$ cat config.mk
export PLATFORM = sky130hd
export DESIGN_NAME = aabb_pair_collision_resolver_top_flat
export DESIGN_NICKNAME = d
export VERILOG_FILES = /design/src/hw/rtl/aprc_pkg.sv /design/src/hw/rtl/aprc_in_if.sv /design/src/hw/rtl/aprc_out_if.sv /design/src/hw/rtl/aprc_resolve.sv /design/src/hw/rtl/aabb_pair_collision_resolver_top.sv /design/src/flat_wrapper.sv
export VERILOG_INCLUDE_DIRS = /design/src /design/src/hw/rtl
export SDC_FILE = /design/constraint.sdc
export NUM_CORES = 2
export LEC_CHECK = 0
export BUFFER_PORTS_ARGS = -buffer_cell sky130_fd_sc_hd__buf_2
export CORE_ASPECT_RATIO = 0.6
export CORE_MARGIN = 2
export CORE_UTILIZATION = 50
export CTS_CLUSTER_SIZE = 8
export DETAILED_ROUTE_END_ITERATION = 16
export PLACE_DENSITY = 0.67
export SYNTH_ARGS = -nofsm -noshare
export SYNTH_HDL_FRONTEND = slang
export SYNTH_SLANG_ARGS = --single-unit
$ cat constraint.sdc
create_clock -name clk_i -period 18.25 [get_ports clk_i]
set_clock_uncertainty 0.2 [all_clocks]
set_input_delay 3.65 -clock clk_i [delete_from_list [all_inputs] [get_ports clk_i]]
set_output_delay 3.65 -clock clk_i [all_outputs]
set_load 0.03 [all_outputs]
$ cat src/hw/rtl/assert_macros.svh
// Assertion macros shared by the RTL. Define NO_ASSERTIONS to drop them.
// Both macros sample on clk_i and hold off while rst_ni is low.
`ifndef ASSERT_MACROS_SVH
`define ASSERT_MACROS_SVH

`ifndef NO_ASSERTIONS

// Check that prop holds at every clock edge.
`define APRC_ASSERT(lbl, prop, msg) \
  lbl: assert property (@(posedge clk_i) disable iff (!rst_ni) (prop)) else $error(msg);

// Check that cond is never true at a clock edge.
`define APRC_NEVER(lbl, cond, msg) \
  lbl: assert property (@(posedge clk_i) disable iff (!rst_ni) !(cond)) else $error(msg);

`else

`define APRC_ASSERT(lbl, prop, msg)
`define APRC_NEVER(lbl, cond, msg)

`endif

`endif

$ cat src/hw/rtl/aprc_pkg.sv
package aprc_pkg;

  localparam int FieldW = 32;
  localparam int VelW   = 64;
  localparam int LaneW  = 32;
  localparam int FlagW  = 4;

  // pair_flags bit positions
  localparam int FlagDynA    = 0;
  localparam int FlagDynB    = 1;
  localparam int FlagTrigger = 2;
  localparam int FlagWasHit  = 3;

  typedef enum logic [2:0] {
    EV_NONE       = 3'd0,
    EV_TRIG_ENTER = 3'd1,
    EV_TRIG_STAY  = 3'd2,
    EV_COLL_ENTER = 3'd3,
    EV_COLL_STAY  = 3'd4
  } event_kind_e;

  typedef struct packed {
    logic [FieldW-1:0] a_min_x;
    logic [FieldW-1:0] a_min_y;
    logic [FieldW-1:0] a_max_x;
    logic [FieldW-1:0] a_max_y;
    logic [FieldW-1:0] b_min_x;
    logic [FieldW-1:0] b_min_y;
    logic [FieldW-1:0] b_max_x;
    logic [FieldW-1:0] b_max_y;
    logic [VelW-1:0]   a_velocity;
    logic [VelW-1:0]   b_velocity;
    logic [FlagW-1:0]  pair_flags;
  } in_item_t;

  typedef struct packed {
    logic              overlap;
    event_kind_e       event_kind;
    logic [VelW-1:0]   a_shift;
    logic [VelW-1:0]   b_shift;
    logic [VelW-1:0]   a_velocity_new;
    logic [VelW-1:0]   b_velocity_new;
    logic              a_grounded;
    logic              b_grounded;
  } out_item_t;

endpackage

$ cat src/hw/rtl/aprc_in_if.sv
interface aprc_in_if;
  import aprc_pkg::*;

  logic              valid;
  logic              ready;
  logic [FieldW-1:0] a_min_x;
  logic [FieldW-1:0] a_min_y;
  logic [FieldW-1:0] a_max_x;
  logic [FieldW-1:0] a_max_y;
  logic [FieldW-1:0] b_min_x;
  logic [FieldW-1:0] b_min_y;
  logic [FieldW-1:0] b_max_x;
  logic [FieldW-1:0] b_max_y;
  logic [VelW-1:0]   a_velocity;
  logic [VelW-1:0]   b_velocity;
  logic [FlagW-1:0]  pair_flags;

  modport source (
    output valid, a_min_x, a_min_y, a_max_x, a_max_y,
    output b_min_x, b_min_y, b_max_x, b_max_y, a_velocity, b_velocity, pair_flags,
    input  ready
  );

  modport sink (
    input  valid, a_min_x, a_min_y, a_max_x, a_max_y,
    input  b_min_x, b_min_y, b_max_x, b_max_y, a_velocity, b_velocity, pair_flags,
    output ready
  );
endinterface

$ cat src/hw/rtl/aprc_out_if.sv
interface aprc_out_if;
  import aprc_pkg::*;

  logic            valid;
  logic            ready;
  logic            overlap;
  logic [2:0]      event_kind;
  logic [VelW-1:0] a_shift;
  logic [VelW-1:0] b_shift;
  logic [VelW-1:0] a_velocity_new;
  logic [VelW-1:0] b_velocity_new;
  logic            a_grounded;
  logic            b_grounded;

  modport source (
    output valid, overlap, event_kind, a_shift, b_shift,
    output a_velocity_new, b_velocity_new, a_grounded, b_grounded,
    input  ready
  );

  modport sink (
    input  valid, overlap, event_kind, a_shift, b_shift,
    input  a_velocity_new, b_velocity_new, a_grounded, b_grounded,
    output ready
  );
endinterface

$ cat src/hw/rtl/aprc_resolve.sv
module aprc_resolve #(
  parameter int CoordWidth = 32
) (
  input  aprc_pkg::in_item_t  item_i,
  output aprc_pkg::out_item_t result_o
);
  import aprc_pkg::*;

  localparam int CW = CoordWidth;

  typedef logic signed [CW-1:0] crd_t;
  typedef logic signed [CW:0]   wide_t;

  localparam crd_t CrdMax = crd_t'({1'b0, {(CW-1){1'b1}}});
  localparam crd_t CrdMin = crd_t'({1'b1, {(CW-1){1'b0}}});

  function automatic crd_t rd(logic [FieldW-1:0] v);
    return crd_t'(v[CW-1:0]);
  endfunction

  function automatic logic [CW-1:0] mag_abs(crd_t v);
    return v[CW-1] ? CW'(-v) : CW'(v);
  endfunction

  // +m, clamped to the signed coordinate range
  function automatic crd_t sat_pos(logic [CW-1:0] m);
    return m[CW-1] ? CrdMax : crd_t'(m);
  endfunction

  // -m, clamped to the signed coordinate range
  function automatic crd_t sat_neg(logic [CW-1:0] m);
    return (m[CW-1] && (m[CW-2:0] != '0)) ? CrdMin : crd_t'(~m + CW'(1));
  endfunction

  function automatic logic [VelW-1:0] pack_lane(logic vert, crd_t v);
    logic [LaneW-1:0] lane;
    lane = LaneW'(v);
    return vert ? {{LaneW{1'b0}}, lane} : {lane, {LaneW{1'b0}}};
  endfunction

  crd_t aminx, aminy, amaxx, amaxy, bminx, bminy, bmaxx, bmaxy;
  logic dyn_a, dyn_b, trig, was;
  logic ov;
  wide_t pen_x, pen_y, pen_x0, pen_x1, pen_y0, pen_y1;
  wide_t sum_ax, sum_ay, sum_bx, sum_by;
  logic [VelW-1:0] rv;
  crd_t rx, ry, ca, cb;
  logic vpref, vert, dir_pos, do_resolve;
  wide_t pen;
  logic [CW-1:0] mag;
  crd_t lane_pos, lane_neg;
  logic clr_a, clr_b;
  logic [VelW-1:0] va_clr, vb_clr;

  always_comb begin
    aminx = rd(item_i.a_min_x);
    aminy = rd(item_i.a_min_y);
    amaxx = rd(item_i.a_max_x);
    amaxy = rd(item_i.a_max_y);
    bminx = rd(item_i.b_min_x);
    bminy = rd(item_i.b_min_y);
    bmaxx = rd(item_i.b_max_x);
    bmaxy = rd(item_i.b_max_y);

    dyn_a = item_i.pair_flags[FlagDynA];
    dyn_b = item_i.pair_flags[FlagDynB];
    trig  = item_i.pair_flags[FlagTrigger];
    was   = item_i.pair_flags[FlagWasHit];

    ov = (aminx <= bmaxx) && (amaxx >= bminx) && (aminy <= bmaxy) && (amaxy >= bminy);

    // penetration on each axis: the smaller of the edge gaps bmax - amin and amax - bmin
    pen_x0 = wide_t'(bmaxx) - wide_t'(aminx);
    pen_x1 = wide_t'(amaxx) - wide_t'(bminx);
    pen_y0 = wide_t'(bmaxy) - wide_t'(aminy);
    pen_y1 = wide_t'(amaxy) - wide_t'(bminy);
    pen_x  = (pen_x1 < pen_x0) ? pen_x1 : pen_x0;
    pen_y  = (pen_y1 < pen_y0) ? pen_y1 : pen_y0;

    sum_ax = wide_t'(aminx) + wide_t'(amaxx);
    sum_ay = wide_t'(aminy) + wide_t'(amaxy);
    sum_bx = wide_t'(bminx) + wide_t'(bmaxx);
    sum_by = wide_t'(bminy) + wide_t'(bmaxy);

    // reference body picks the vertical bias
    rv    = dyn_a ? item_i.a_velocity : item_i.b_velocity;
    rx    = rd(rv[VelW-1:LaneW]);
    ry    = rd(rv[LaneW-1:0]);
    vpref = {mag_abs(ry), 1'b0} > {1'b0, mag_abs(rx)};
    vert  = !((pen_x < pen_y) && !vpref);

    pen     = vert ? pen_y : pen_x;
    dir_pos = vert ? (sum_ay > sum_by) : (sum_ax > sum_bx);
    // pen is positive here, so its top bit is clear
    mag     = (dyn_a && dyn_b) ? pen[CW:1] : pen[CW-1:0];

    lane_pos = sat_pos(mag);
    lane_neg = sat_neg(mag);

    do_resolve = ov && !trig && (dyn_a || dyn_b) && (pen_x > 0) && (pen_y > 0);

    // velocity component along the chosen axis
    ca = vert ? rd(item_i.a_velocity[LaneW-1:0]) : rd(item_i.a_velocity[VelW-1:LaneW]);
    cb = vert ? rd(item_i.b_velocity[LaneW-1:0]) : rd(item_i.b_velocity[VelW-1:LaneW]);
    clr_a = dir_pos ? ca[CW-1] : (!ca[CW-1] && (ca != '0));
    clr_b = dir_pos ? (!cb[CW-1] && (cb != '0)) : cb[CW-1];

    va_clr = item_i.a_velocity;
    vb_clr = item_i.b_velocity;
    if (vert) begin
      va_clr[LaneW-1:0] = '0;
      vb_clr[LaneW-1:0] = '0;
    end else begin
      va_clr[VelW-1:LaneW] = '0;
      vb_clr[VelW-1:LaneW] = '0;
    end

    result_o.overlap        = ov;
    result_o.event_kind     = EV_NONE;
    result_o.a_shift        = '0;
    result_o.b_shift        = '0;
    result_o.a_velocity_new = item_i.a_velocity;
    result_o.b_velocity_new = item_i.b_velocity;
    result_o.a_grounded     = 1'b0;
    result_o.b_grounded     = 1'b0;

    if (ov) begin
      if (trig) begin
        result_o.event_kind = was ? EV_TRIG_STAY : EV_TRIG_ENTER;
      end else begin
        result_o.event_kind = was ? EV_COLL_STAY : EV_COLL_ENTER;
      end
    end

    if (do_resolve && dyn_a) begin
      result_o.a_shift    = pack_lane(vert, dir_pos ? lane_pos : lane_neg);
      result_o.a_grounded = vert && dir_pos;
      if (clr_a) begin
        result_o.a_velocity_new = va_clr;
      end
    end
    if (do_resolve && dyn_b) begin
      result_o.b_shift    = pack_lane(vert, dir_pos ? lane_neg : lane_pos);
      result_o.b_grounded = vert && !dir_pos;
      if (clr_b) begin
        result_o.b_velocity_new = vb_clr;
      end
    end
  end

endmodule

$ cat src/hw/rtl/aabb_pair_collision_resolver_top.sv
// Channel  Dir  Handshake     Payload
// item_i   in   valid/ready   two boxes, two packed velocities, pair_flags
// result_o out  valid/ready   overlap, event_kind, shifts, new velocities, grounded
//
// An accepted item is held in the input register, and its result in the result
// register, before result_o.valid rises; one item per cycle sustained while
// result_o.ready stays high. The whole resolve (edge compares, penetration
// subtracts, axis pick, saturation) sits between the input and result registers.
// Reset (rst_ni low, asynchronous) empties both stages; payload is not reset.
// A stall on result_o holds the result register and lets one more item fill
// the input stage before item_i.ready drops.
`include "assert_macros.svh"

module aabb_pair_collision_resolver_top #(
  parameter int COORD_WIDTH = 32
) (
  input logic      clk_i,
  input logic      rst_ni,
  aprc_in_if.sink  item_i,
  aprc_out_if.source result_o
);
  import aprc_pkg::*;

  // Input stage: hold the accepted item
  in_item_t  item_q;
  logic      s1_valid_q, s1_valid_d;
  // Output stage: hold the finished result until taken
  out_item_t res_q;
  out_item_t res_d;
  logic      out_valid_q, out_valid_d;

  logic in_fire, s1_adv;

  // Advance stage 1 when the result register is empty or being drained
  assign s1_adv       = s1_valid_q && (!out_valid_q || result_o.ready);
  assign item_i.ready = !s1_valid_q || s1_adv;
  assign in_fire      = item_i.valid && item_i.ready;

  assign s1_valid_d  = in_fire || (s1_valid_q && !s1_adv);
  assign out_valid_d = s1_adv || (out_valid_q && !result_o.ready);

  always_ff @(posedge clk_i or negedge rst_ni) begin
    if (!rst_ni) begin
      s1_valid_q  <= 1'b0;
      out_valid_q <= 1'b0;
    end else begin
      s1_valid_q  <= s1_valid_d;
      out_valid_q <= out_valid_d;
    end
  end

  // Capture the item on acceptance
  always_ff @(posedge clk_i) begin
    if (in_fire) begin
      item_q.a_min_x    <= item_i.a_min_x;
      item_q.a_min_y    <= item_i.a_min_y;
      item_q.a_max_x    <= item_i.a_max_x;
      item_q.a_max_y    <= item_i.a_max_y;
      item_q.b_min_x    <= item_i.b_min_x;
      item_q.b_min_y    <= item_i.b_min_y;
      item_q.b_max_x    <= item_i.b_max_x;
      item_q.b_max_y    <= item_i.b_max_y;
      item_q.a_velocity <= item_i.a_velocity;
      item_q.b_velocity <= item_i.b_velocity;
      item_q.pair_flags <= item_i.pair_flags;
    end
  end

  aprc_resolve #(
    .CoordWidth(COORD_WIDTH)
  ) u_resolve (
    .item_i  (item_q),
    .result_o(res_d)
  );

  // Load the result register as stage 1 advances
  always_ff @(posedge clk_i) begin
    if (s1_adv) begin
      res_q <= res_d;
    end
  end

  assign result_o.valid          = out_valid_q;
  assign result_o.overlap        = res_q.overlap;
  assign result_o.event_kind     = res_q.event_kind;
  assign result_o.a_shift        = res_q.a_shift;
  assign result_o.b_shift        = res_q.b_shift;
  assign result_o.a_velocity_new = res_q.a_velocity_new;
  assign result_o.b_velocity_new = res_q.b_velocity_new;
  assign result_o.a_grounded     = res_q.a_grounded;
  assign result_o.b_grounded     = res_q.b_grounded;

  `APRC_ASSERT(a_fire_fills_s1, in_fire |=> s1_valid_q, "accepted item lost at stage 1")
  `APRC_ASSERT(a_adv_fills_out, s1_adv |=> out_valid_q, "advanced item lost at output")
  `APRC_NEVER(a_ground_excl, out_valid_q && res_q.a_grounded && res_q.b_grounded,
              "both bodies grounded on one pair")
  `APRC_NEVER(a_no_ov_no_event, out_valid_q && !res_q.overlap && (res_q.event_kind != EV_NONE),
              "event reported without overlap")
  `APRC_NEVER(a_trig_no_ground,
              out_valid_q && (res_q.a_grounded || res_q.b_grounded)
              && (res_q.event_kind != EV_COLL_ENTER) && (res_q.event_kind != EV_COLL_STAY),
              "grounded flag on a non-collision result")

endmodule
$ cat src/flat_wrapper.sv
// flat-port wrapper written by rule: the top's interface ports become plain ports
module aabb_pair_collision_resolver_top_flat import aprc_pkg::*;
#(
  parameter int COORD_WIDTH = 32
)
  (clk_i, rst_ni, item_i_valid, item_i_a_min_x, item_i_a_min_y, item_i_a_max_x, item_i_a_max_y, item_i_b_min_x, item_i_b_min_y, item_i_b_max_x, item_i_b_max_y, item_i_a_velocity, item_i_b_velocity, item_i_pair_flags, item_i_ready, result_o_valid, result_o_overlap, result_o_event_kind, result_o_a_shift, result_o_b_shift, result_o_a_velocity_new, result_o_b_velocity_new, result_o_a_grounded, result_o_b_grounded, result_o_ready);
  aprc_in_if item_i_i ();
  aprc_out_if result_o_i ();
  input logic clk_i;
  input logic rst_ni;
  input wire logic [$bits(item_i_i.valid)-1:0] item_i_valid;
  input wire logic [$bits(item_i_i.a_min_x)-1:0] item_i_a_min_x;
  input wire logic [$bits(item_i_i.a_min_y)-1:0] item_i_a_min_y;
  input wire logic [$bits(item_i_i.a_max_x)-1:0] item_i_a_max_x;
  input wire logic [$bits(item_i_i.a_max_y)-1:0] item_i_a_max_y;
  input wire logic [$bits(item_i_i.b_min_x)-1:0] item_i_b_min_x;
  input wire logic [$bits(item_i_i.b_min_y)-1:0] item_i_b_min_y;
  input wire logic [$bits(item_i_i.b_max_x)-1:0] item_i_b_max_x;
  input wire logic [$bits(item_i_i.b_max_y)-1:0] item_i_b_max_y;
  input wire logic [$bits(item_i_i.a_velocity)-1:0] item_i_a_velocity;
  input wire logic [$bits(item_i_i.b_velocity)-1:0] item_i_b_velocity;
  input wire logic [$bits(item_i_i.pair_flags)-1:0] item_i_pair_flags;
  output wire logic [$bits(item_i_i.ready)-1:0] item_i_ready;
  output wire logic [$bits(result_o_i.valid)-1:0] result_o_valid;
  output wire logic [$bits(result_o_i.overlap)-1:0] result_o_overlap;
  output wire logic [$bits(result_o_i.event_kind)-1:0] result_o_event_kind;
  output wire logic [$bits(result_o_i.a_shift)-1:0] result_o_a_shift;
  output wire logic [$bits(result_o_i.b_shift)-1:0] result_o_b_shift;
  output wire logic [$bits(result_o_i.a_velocity_new)-1:0] result_o_a_velocity_new;
  output wire logic [$bits(result_o_i.b_velocity_new)-1:0] result_o_b_velocity_new;
  output wire logic [$bits(result_o_i.a_grounded)-1:0] result_o_a_grounded;
  output wire logic [$bits(result_o_i.b_grounded)-1:0] result_o_b_grounded;
  input wire logic [$bits(result_o_i.ready)-1:0] result_o_ready;
  assign item_i_i.valid = item_i_valid;
  assign item_i_i.a_min_x = item_i_a_min_x;
  assign item_i_i.a_min_y = item_i_a_min_y;
  assign item_i_i.a_max_x = item_i_a_max_x;
  assign item_i_i.a_max_y = item_i_a_max_y;
  assign item_i_i.b_min_x = item_i_b_min_x;
  assign item_i_i.b_min_y = item_i_b_min_y;
  assign item_i_i.b_max_x = item_i_b_max_x;
  assign item_i_i.b_max_y = item_i_b_max_y;
  assign item_i_i.a_velocity = item_i_a_velocity;
  assign item_i_i.b_velocity = item_i_b_velocity;
  assign item_i_i.pair_flags = item_i_pair_flags;
  assign item_i_ready = item_i_i.ready;
  assign result_o_valid = result_o_i.valid;
  assign result_o_overlap = result_o_i.overlap;
  assign result_o_event_kind = result_o_i.event_kind;
  assign result_o_a_shift = result_o_i.a_shift;
  assign result_o_b_shift = result_o_i.b_shift;
  assign result_o_a_velocity_new = result_o_i.a_velocity_new;
  assign result_o_b_velocity_new = result_o_i.b_velocity_new;
  assign result_o_a_grounded = result_o_i.a_grounded;
  assign result_o_b_grounded = result_o_i.b_grounded;
  assign result_o_i.ready = result_o_ready;
  aabb_pair_collision_resolver_top #(.COORD_WIDTH(COORD_WIDTH)) u_core (.clk_i(clk_i), .rst_ni(rst_ni), .item_i(item_i_i), .result_o(result_o_i));
endmodule
==> impl_metrics.csv <==
group,metric,value,unit
run_status,status,"completed",
power_and_ir_drop,p_leak,22.29,nW
route,firstDrtPassIters,6,
yosys,yosysWarnings,0,
placed_design,gp_congestion,1.011,
layout,area_delta_synth_final,15.99,%
route,antenna_left,0,
die,start_util,50.79,%
die,io_pins,656,
yosys,synthArstFlopShare,0.3067,%
global_route,grt_remaining_overflow,0,
timing,tns,0,ns
clocking,clock_latency,0.70,ns
placed_design,port_buffers,655,
clocking,cts_tree,"built",
timing,max_slew_margin,7.073,%
setup_path,crit_path_frequent_cell,"a21o_1",
min_path,hold_class,"reg -> reg",
clocking,clock-sinks,652,
power_and_ir_drop,clkPwrFrac,23.6,%
yosys,synth_top_area_share,43.58,%
yosys,synthFlopType,"edfxtp_1",
timing,rsz0062_at_grt,"no",
clocking,hold_buffers,0,
layout,final_cell_mix,"655 x buf_2, 650 x edfxtp_1, 447 x ha_1",
yosys,synth_edf_count,650,
yosys,synthesis.nets,5216,
power_and_ir_drop,p_switching,2.929,mW
timing,fin_crit,14.60,ns
setup_path,cp_slowest_cell,"o41ai_4",
global_route,grt_pass1_vias,34390,
route,routed_via_density,6.153,
global_route,antenna_found_initial,2,
setup_path,critPathMaxStageDelay,0.76,ns
timing,final-max-slew-violation-count,0,
setup_path,path_class,"reg -> reg",
setup_path,critPathLaunchType,"register",
yosys,ys_types,96,
die,dieArea,92060,sq um
timing,setup-violations-final,0,
yosys,synth_area_leaders,"edfxtp_1 44%, ha_1 12%, xnor2_1 3.5%, a21oi_1 3.4%, nor2_1 3.4%",
timing,hold_viol_final,0,
clocking,post_cts_buffers,0,
clocking,path_clk_slew,0.07,ns
yosys,synth_largest_area_cell,"edfxtp_1",
route,routedWlPerCell,24.74,um
placed_design,postPlaceCellArea,49370,sq um
route,vias,38280,
layout,fill_cells,7545,
yosys,syn_inst,4369,
clocking,post_cts_resized,0,
clocking,cts-htree-levels,3,
timing,worst_slew_pin_slew,1.389,ns
setup_path,crit_fanout,56,
die,die_y,235.8,um
job,cap_violations,0,
setup_path,crit_arrival,14.87,ns
clocking,cts_root_buf,"clkbuf_16",
die,row_count,84,
global_route,grt_max_degree,165,
layout,design_area,51950,sq um
setup_path,worstPathRequired,18.53,ns
yosys,avgSynthCellArea,10.25,sq um
power_and_ir_drop,seqPwrFrac,27.6,%
clocking,clk_path_buf_depth,3,
power_and_ir_drop,vdd_drop_max,0.1265,mV
die,fp.coreArea,88180,sq um
power_and_ir_drop,intPower,3.781,mW
yosys,syn-cell-area,44780,sq um
layout,final_nets,5886,
die,die_w,390.4,um
global_route,grt_pass1_wl,224000,um
route,detail_route.iter0.violations,5053,
clocking,numCtsBuffers,92,
layout,final_common_cell,"buf_2",
yosys,ys_ff_latch,652,
yosys,ys_seq_area_share,43.70,%
layout,drive_gt1_share,17.25,%
route,drc,0,
global_route,grt_usage,32.46,%
timing,fmax,68.50,MHz
power_and_ir_drop,pwr-share-comb,48.8,%
layout,antenna_cells,0,
timing,period_share,79.99,%
power_and_ir_drop,netSwitchingFraction,43.65,%
power_and_ir_drop,powerDensity,129.2,nW/um^2
setup_path,endpoint_kind,"register",
placed_design,hpwl,123600,um
route,routed_wl,153900,um
cell type report:
cell class,instances,area [sq um],share of cell area (%)
Tap cell,1161,1453,2.796
Clock buffer,105,2351,4.526
Sequential cell,652,19570,37.67
Timing Repair Buffer,688,3563,6.860
Inverter,283,1062,2.045
Clock inverter,10,230.2,0.4432
Multi-Input combinational cell,3322,23720,45.66
power by group through the flow:
stage / logic [mW] / clock network [mW] / registers [mW]
CTS: 3.16 / 1.61 / 1.85
finish: 3.28 / 1.58 / 1.85
global placement: 3.13 / 0 / 1.88
floorplan: 2.05 / 0 / 1.97
global route: 3.52 / 1.66 / 1.86
detailed placement: 3.14 / 0 / 1.88
sequential cells by signal (all words and copies together) (netlist names):
name	count
u_core.result_o.a_velocity_new	64
u_core.result_o.valid	1
u_core.item_q	388
u_core.result_o.event_kind	3
u_core.result_o.b_shift	64
u_core.result_o.a_shift	64
u_core.result_o.overlap	1
u_core.result_o.b_velocity_new	64
u_core.s1_valid_q	1
u_core.result_o.a_grounded	1
u_core.result_o.b_grounded	1
worst paths after layout:
path,from,endpoint,slack [ns],cells past startpoint
worst max-delay path,u_core.item_q[260],u_core.result_o.a_shift[58],3.65,47
worst max register to register,u_core.item_q[260],u_core.result_o.a_shift[58],3.65,47
min in group asynchronous,rst_ni,u_core.s1_valid_q,2.54,1
worst min-delay path,u_core.s1_valid_q,u_core.result_o.valid,0.30,1
max in group asynchronous,rst_ni,u_core.result_o.valid,15.22,1
worst min register to register,u_core.s1_valid_q,u_core.result_o.valid,0.30,1
synthesized netlist by cell type, drive strengths merged (41+ instances only):
master,count
nor4,41
clkbuf,74
nor3,117
inv,283
o21ai,207
nand2,237
xnor2,180
nor2,406
nor2b,45
ha,447
edfxtp,650
a21oi,307
mux2i,117
o21a,50
nand4,76
o21bai,47
a211oi,80
a21o,126
xor2,114
and2,161
and3,42
nand3,77
nand2b,47
per-stage QoR:
stage / cells / total power [mW] / util [%] / hold slack (ns) / worst slack, ns
final: 6221 / 6.709 / 58.91 / 0.3027 / 3.652
after global routing: 6221 / 7.037 / 58.91 / 0.3403 / 2.806
after CTS: 6221 / 6.613 / 58.91 / 0.2999 / 4.069
after detailed placement: 6106 / 5.016 / 55.98 / 0.2869 / 4.140
after global placement: 6106 / 5.003 / 55.98 / 0.2837 / 4.677
after floorplan: 4369 / 4.017 / - / 0.2487 / 4.465
critical path, delay by kind of cell, from the launching register on:
family / cells / cell delay (ns)
compound gates: 24 / 6.85
flops: 1 / 0.39
buf+inv: 4 / 0.71
fa+ha+maj: 5 / 1.39
simple gates: 10 / 3.62
mux: 4 / 1.18
cell families after synthesis:
kind of cell | share of synthesized area (%)
fa+ha+maj | 12.85
flops | 43.70
mux | 3.174
compound gates | 15.94
xor+xnor | 5.766
buf+inv | 3.434
simple gates | 15.14
per-layer routing:
metal / wire (um) / track usage [%]
met4: 2163 / 5.207
met2: 59820 / 42.93
met1: 72790 / 52.84
met3: 19110 / 8.249
met5: 0 / 0
Power figures use the tool's default switching activity.
